--- src/hw/rtl/soc_pkg.sv ---
// Shared types and constants for the substring occurrence counter.
package soc_pkg;

    localparam int BYTE_W  = 8;
    localparam int COUNT_W = 10;
    localparam int SYMBOLS = 256;

    localparam logic [COUNT_W-1:0] COUNT_MAX = 10'd1023;

    localparam logic KIND_PATTERN = 1'b0;
    localparam logic KIND_TEXT    = 1'b1;

    // One input transfer.
    typedef struct packed {
        logic              kind;
        logic [BYTE_W-1:0] data_byte;
        logic              last;
    } soc_in_t;

    // One result transfer.
    typedef struct packed {
        logic [COUNT_W-1:0] match_count;
        logic               found;
        logic               pattern_overflow;
    } soc_out_t;

    // Control of the per-symbol position mask table.
    typedef struct packed {
        logic              rd_en;
        logic [BYTE_W-1:0] rd_addr;
        logic              wr_en;
        logic [BYTE_W-1:0] wr_addr;
        logic              clr;
        logic [BYTE_W-1:0] vld_addr;
    } soc_mask_ctl_t;

    // Sequencer that rebuilds one prefix-match bit after a pattern byte is appended.
    typedef enum logic [1:0] {
        RC_IDLE,
        RC_ISSUE,
        RC_DRAIN
    } soc_rc_state_t;

endpackage

--- src/hw/rtl/soc_text_window.sv ---
// Circular buffer of the most recent text bytes.
module soc_text_window #(
    parameter int PATTERN_MAX = 64,
    parameter int IW          = 6
) (
    input  logic                       aclk,
    input  logic                       wr_en,
    input  logic [IW-1:0]              wr_addr,
    input  logic [soc_pkg::BYTE_W-1:0] wr_data,
    input  logic                       rd_en,
    input  logic [IW-1:0]              rd_addr,
    output logic [soc_pkg::BYTE_W-1:0] rd_data
);

    logic [soc_pkg::BYTE_W-1:0] mem [PATTERN_MAX];
    logic [soc_pkg::BYTE_W-1:0] rd_data_reg;

    // Write the newest byte, register the read data.
    always_ff @(posedge aclk) begin
        if (wr_en) begin
            mem[wr_addr] <= wr_data;
        end
        if (rd_en) begin
            rd_data_reg <= mem[rd_addr];
        end
    end

    assign rd_data = rd_data_reg;

endmodule
--- config.mk ---
export PLATFORM = sky130hd
export DESIGN_NAME = soc_text_window
export DESIGN_NICKNAME = d
export VERILOG_FILES = /design/src/hw/rtl/soc_pkg.sv /design/src/hw/rtl/soc_text_window.sv
export SDC_FILE = /design/constraint.sdc
export NUM_CORES = 1
export LEC_CHECK = 0
export ABC_AREA = 0
export BUFFER_PORTS_ARGS = -buffer_cell sky130_fd_sc_hd__clkbuf_2
export CAP_MARGIN = 20
export CORE_MARGIN = 2
export CORE_UTILIZATION = 51
export CTS_BUF_LIST = sky130_fd_sc_hd__clkbuf_4
export CTS_CLUSTER_DIAMETER = 60
export DETAILED_ROUTE_END_ITERATION = 12
export HOLD_SLACK_MARGIN = 0.12
export PLACE_DENSITY_LB_ADDON = 0.08
export SLEW_MARGIN = 30
export SYNTH_ARGS = -nofsm -noshare
export SYNTH_HDL_FRONTEND = slang
export SYNTH_SLANG_ARGS = --single-unit
--- constraint.sdc ---
create_clock -name aclk -period 2.1 [get_ports aclk]
set_input_delay 0.315 -clock aclk [delete_from_list [all_inputs] [get_ports aclk]]
set_output_delay 0.315 -clock aclk [all_outputs]
set_load 0.01 [all_outputs]
# Yosys cells after proc, flatten, opt, wreduce, memory -nomap -nowiden
# Memories as Yosys holds them, arrays and structs flattened. A register that Yosys moved wholly into a read port is not among the register bits.
# Index checks and enable logic that the tools add are counted.
# W data, S select, Z words.
[op_classes]
n_addsub = 0
n_mul = 0
div_mod_pow = 0
n_lt_le_gt_ge = 0
eq_ne = 0
n_shift = 0
muxes = 2
n_bitwise = 0
n_reduce_logical = 0
[ops]
columns = ["cell", "count"]
rows = [
  ["$mux W1", 2],
]
[totals]
ff_bits = 0
latchBits = 0
ram_bits = 512
rom_bits = 0
mem_count = 1
[memory_table]
columns = ["memory", "words", "width", "rd", "rd_ports_with_merged_regs", "wr", "line_no", "text"]
rows = [
  ["mem", 64, 8, 1, 1, 1, "soc_text_window.sv:15", "logic [soc_pkg::BYTE_W-1:0] mem [PATTERN_MAX];"],
]

# Longest topological paths before layout
[logic_depth]
ltp_word = 2
mapped_depth = 9
depth_no_buf = 5

# Worst setup path before layout
# Ideal clock, no wire load.
[synth_timing]
path_type = "in2reg"
from = "input rd_addr[1]"
to = "register rd_data_reg, in the netlist rd_data[3], read port of mem (data pin)"
arrival_ns = 1.855
setup_slack_ns = -0.021
cell_stages = 7
cell_sequence = "buf_4 > buf_2 > buf_2 > mux4_2 > mux4_2 > o21ai_1 > o41ai_1"
[synth_rtl]
columns = ["item", "line_no", "text"]
rows = [
  ["from (decl)", "soc_text_window.sv:11", "input logic [IW-1:0] rd_addr,"],
  ["to (decl)", "soc_text_window.sv:16", "logic [soc_pkg::BYTE_W-1:0] rd_data_reg;"],
]

==> out/summary.txt <==
Avg WL per Cell - 25.3 um
Number of port buffers - 30
Total CTS buffers - 134
Chip Height - 203 um
Fill cell count - 2846
Vias - 10.5k
Skew-Pair Late Insertion Delay - 820 ps
Flops & latches, synth - 520
DRT Wirelength - 46400 um
Min cycle time layout - 2060 ps
LEAKAGE - 0.00810 uW
Number of core rows - 72
Sequential share of the synthesized area - 0.771
Synth Net Count - 963
Crit path max fanout - 1
Total GRT Usage - 0.236
Initial core utilization - 0.520
Yosys cell types - 39
1st-iter DRT viols - 991
Pre-antenna DRT Iters - 5
CTS tree - built
Final Cycle Share - 0.982
Fmax - 485 MHz
Hold Slack - 182 ps
Synth Area per Inst - 21.5 um^2
Finish-stage setup viols - 0
Type of the most critical hold path - input pin to flop
Final Hold Vio Count - 0
First-pass GRT wire length - 69700 um
Unrepaired setup endpoints after global routing - no
Worst-Margin Slew - 700 ps
Clock sink total - 520
Max_slew headroom - 0.533
Ys Warns - 0
Grt ovf - 0
Final core occ - 0.620
Die width - 203 um
Setup crit start kind - flop
Largest net degree at the start of global routing - 65
Max-cap violation count - 0
Core Area - 38900 um^2
Dpl hpwl - 29400 um
I/O Pins - 31
Share of layout cells above drive strength 1 - 0.412
Via density - 5.71
Post-layout nets - 1257
Synthesized area - 20200 um^2
Syn Inst Count - 940
Clock tree buffer depth - 3
RD Place Congestion - 0.813
Area of placed instances - 22200 um^2
Clock skew - 43.0 ps
DRC - 0
Crit path arrival time - 2580 ps
Crit end category - flop
Area grow syn2layout - 19.2%
Slew Viols, Final - 0
Clock transition at path regs - 60 ps
Most common cell after layout, fill and taps aside - edfxtp_1
Commonest non-fill, non-tap cells in the layout - 520 x edfxtp_1, 186 x clkbuf_4, 149 x buf_4
Die area - 41300 um^2
Initial antenna violation count - 2
Setup CP Type - flop to flop
Power Density - 897 nW/um^2
Largest register FFs - 512
Worst IR Drop VDD - 0.526 mV
Final Cell Area - 24100 um^2
CP required - 2620 ps
Root Buffer - clkbuf_4
Status - finished, final reports clean
Antenna-violating nets left - 0
Number of H-tree levels - 4
Vias in the first global route - 11.2k
metal layers:
layer | global-route usage | vias up | part of all wire
met3 | 0.0574 | 53 | 0.068
met5 | 0 | - | 0.00028
met4 | 0.0800 | 2 | 0.016
li1 | - | 4605 | -
met1 | 0.325 | 5460 | 0.43
met2 | 0.373 | 367 | 0.49
kinds of logic (layout without fill, tap and decap cells):
| family | count (synthesis) | count (layout) | share of synthesized area |
|---|---|---|---|
| other | 0 | 1 | 0 |
| flip-flops | 520 | 520 | 0.771 |
| multiplexers | 162 | 162 | 0.159 |
| AND/OR/NAND/NOR | 153 | 153 | 0.0337 |
| AO/OA/AOI/OAI | 54 | 54 | 0.0206 |
| buffers and inverters | 51 | 430 | 0.0156 |
synth_stat cells:
master | count | area share
mux4_2 | 126 | 0.14
o2111ai_1 | 3 | 0.0013
o41ai_1 | 2 | 0.00087
nand3_1 | 13 | 0.0032
a211oi_1 | 4 | 0.0015
a221oi_1 | 6 | 0.0026
o21ai_0 | 2 | 0.00049
or3_1 | 1 | 0.00031
buf_1 | 4 | 0.00074
o2bb2ai_1 | 3 | 0.0013
o221ai_1 | 8 | 0.0035
buf_4 | 13 | 0.0048
buf_6 | 4 | 0.0022
and2_1 | 1 | 0.00031
nand3b_1 | 3 | 0.0011
buf_12 | 2 | 0.0020
nand4_1 | 2 | 0.00062
clkbuf_1 | 17 | 0.0032
a31oi_1 | 1 | 0.00031
nand2b_1 | 7 | 0.0022
o311ai_1 | 1 | 0.00043
nand4b_1 | 1 | 0.00043
o32ai_1 | 2 | 0.00087
o21a_1 | 2 | 0.00074
nor4_1 | 2 | 0.00062
o221a_2 | 2 | 0.0011
a21oi_1 | 3 | 0.00074
a2111oi_0 | 2 | 0.00087
edfxtp_1 | 520 | 0.77
nor2b_1 | 14 | 0.0043
a22oi_1 | 3 | 0.0011
mux2_2 | 13 | 0.0072
nand2_1 | 19 | 0.0035
o21ai_1 | 2 | 0.00049
nor2_1 | 83 | 0.015
buf_2 | 11 | 0.0027
nor3_1 | 7 | 0.0017
o22ai_1 | 8 | 0.0025
mux2i_1 | 23 | 0.011
area by class of cell:
cell class,instances,area [um^2],share of cell area
Clock buffer,186,1400,0.0578
Clock inverter,35,357,0.0148
Antenna cell,1,2.50,0.000104
Multi-Input combinational cell,369,4370,0.181
Timing Repair Buffer,209,1750,0.0724
Sequential cell,520,15600,0.647
Tap cell,518,648,0.0268
through the flow:
stage	setup slack (ps)	std cells	setup TNS, ps	power [uW]
global route	3.03	1838	0	22500
detailed placement	-626	1600	-3730	13000
global placement	-622	1600	-3570	13000
floorplan	6.39	940	0	12400
CTS	3.61	1837	0	21900
finish	38.3	1838	0	21600
repair_timing:
item | in CTS | in global routing
endpoints found under the hold margin | 210 | 0
endpoints found under the setup margin | 3 | 4
hold buffers | 16 | 0
resized for setup | 8 | 4
setup buffers | 0 | 0
path summary, 6_finish.rpt:
kind | slack (ps) | end | depth (start not counted) | startpoint
setup / recovery | 40 | rd_data[0] | 5 | mem[11][0]
hold reg to reg | 890 | rd_data[1] | 4 | mem[18][1]
hold / removal | 180 | mem[36][5] | 1 | wr_data[5]
setup reg to reg | 40 | rd_data[0] | 5 | mem[11][0]
worst max-delay path, stage by stage, from the launching register on:
cell and delay [ps]:
edfxtp_1 360, mux4_2 520, mux4_2 530, nor2_4 160, nor3_1 70, o2bb2ai_1 150
report_power, final:
part	internal [uW]	total [uW]	switching, uW
Clock	5050	8880	3830
Sequential	11500	11500	27.2
Combinational	532	1230	701
Power figures use the tool's default switching activity.
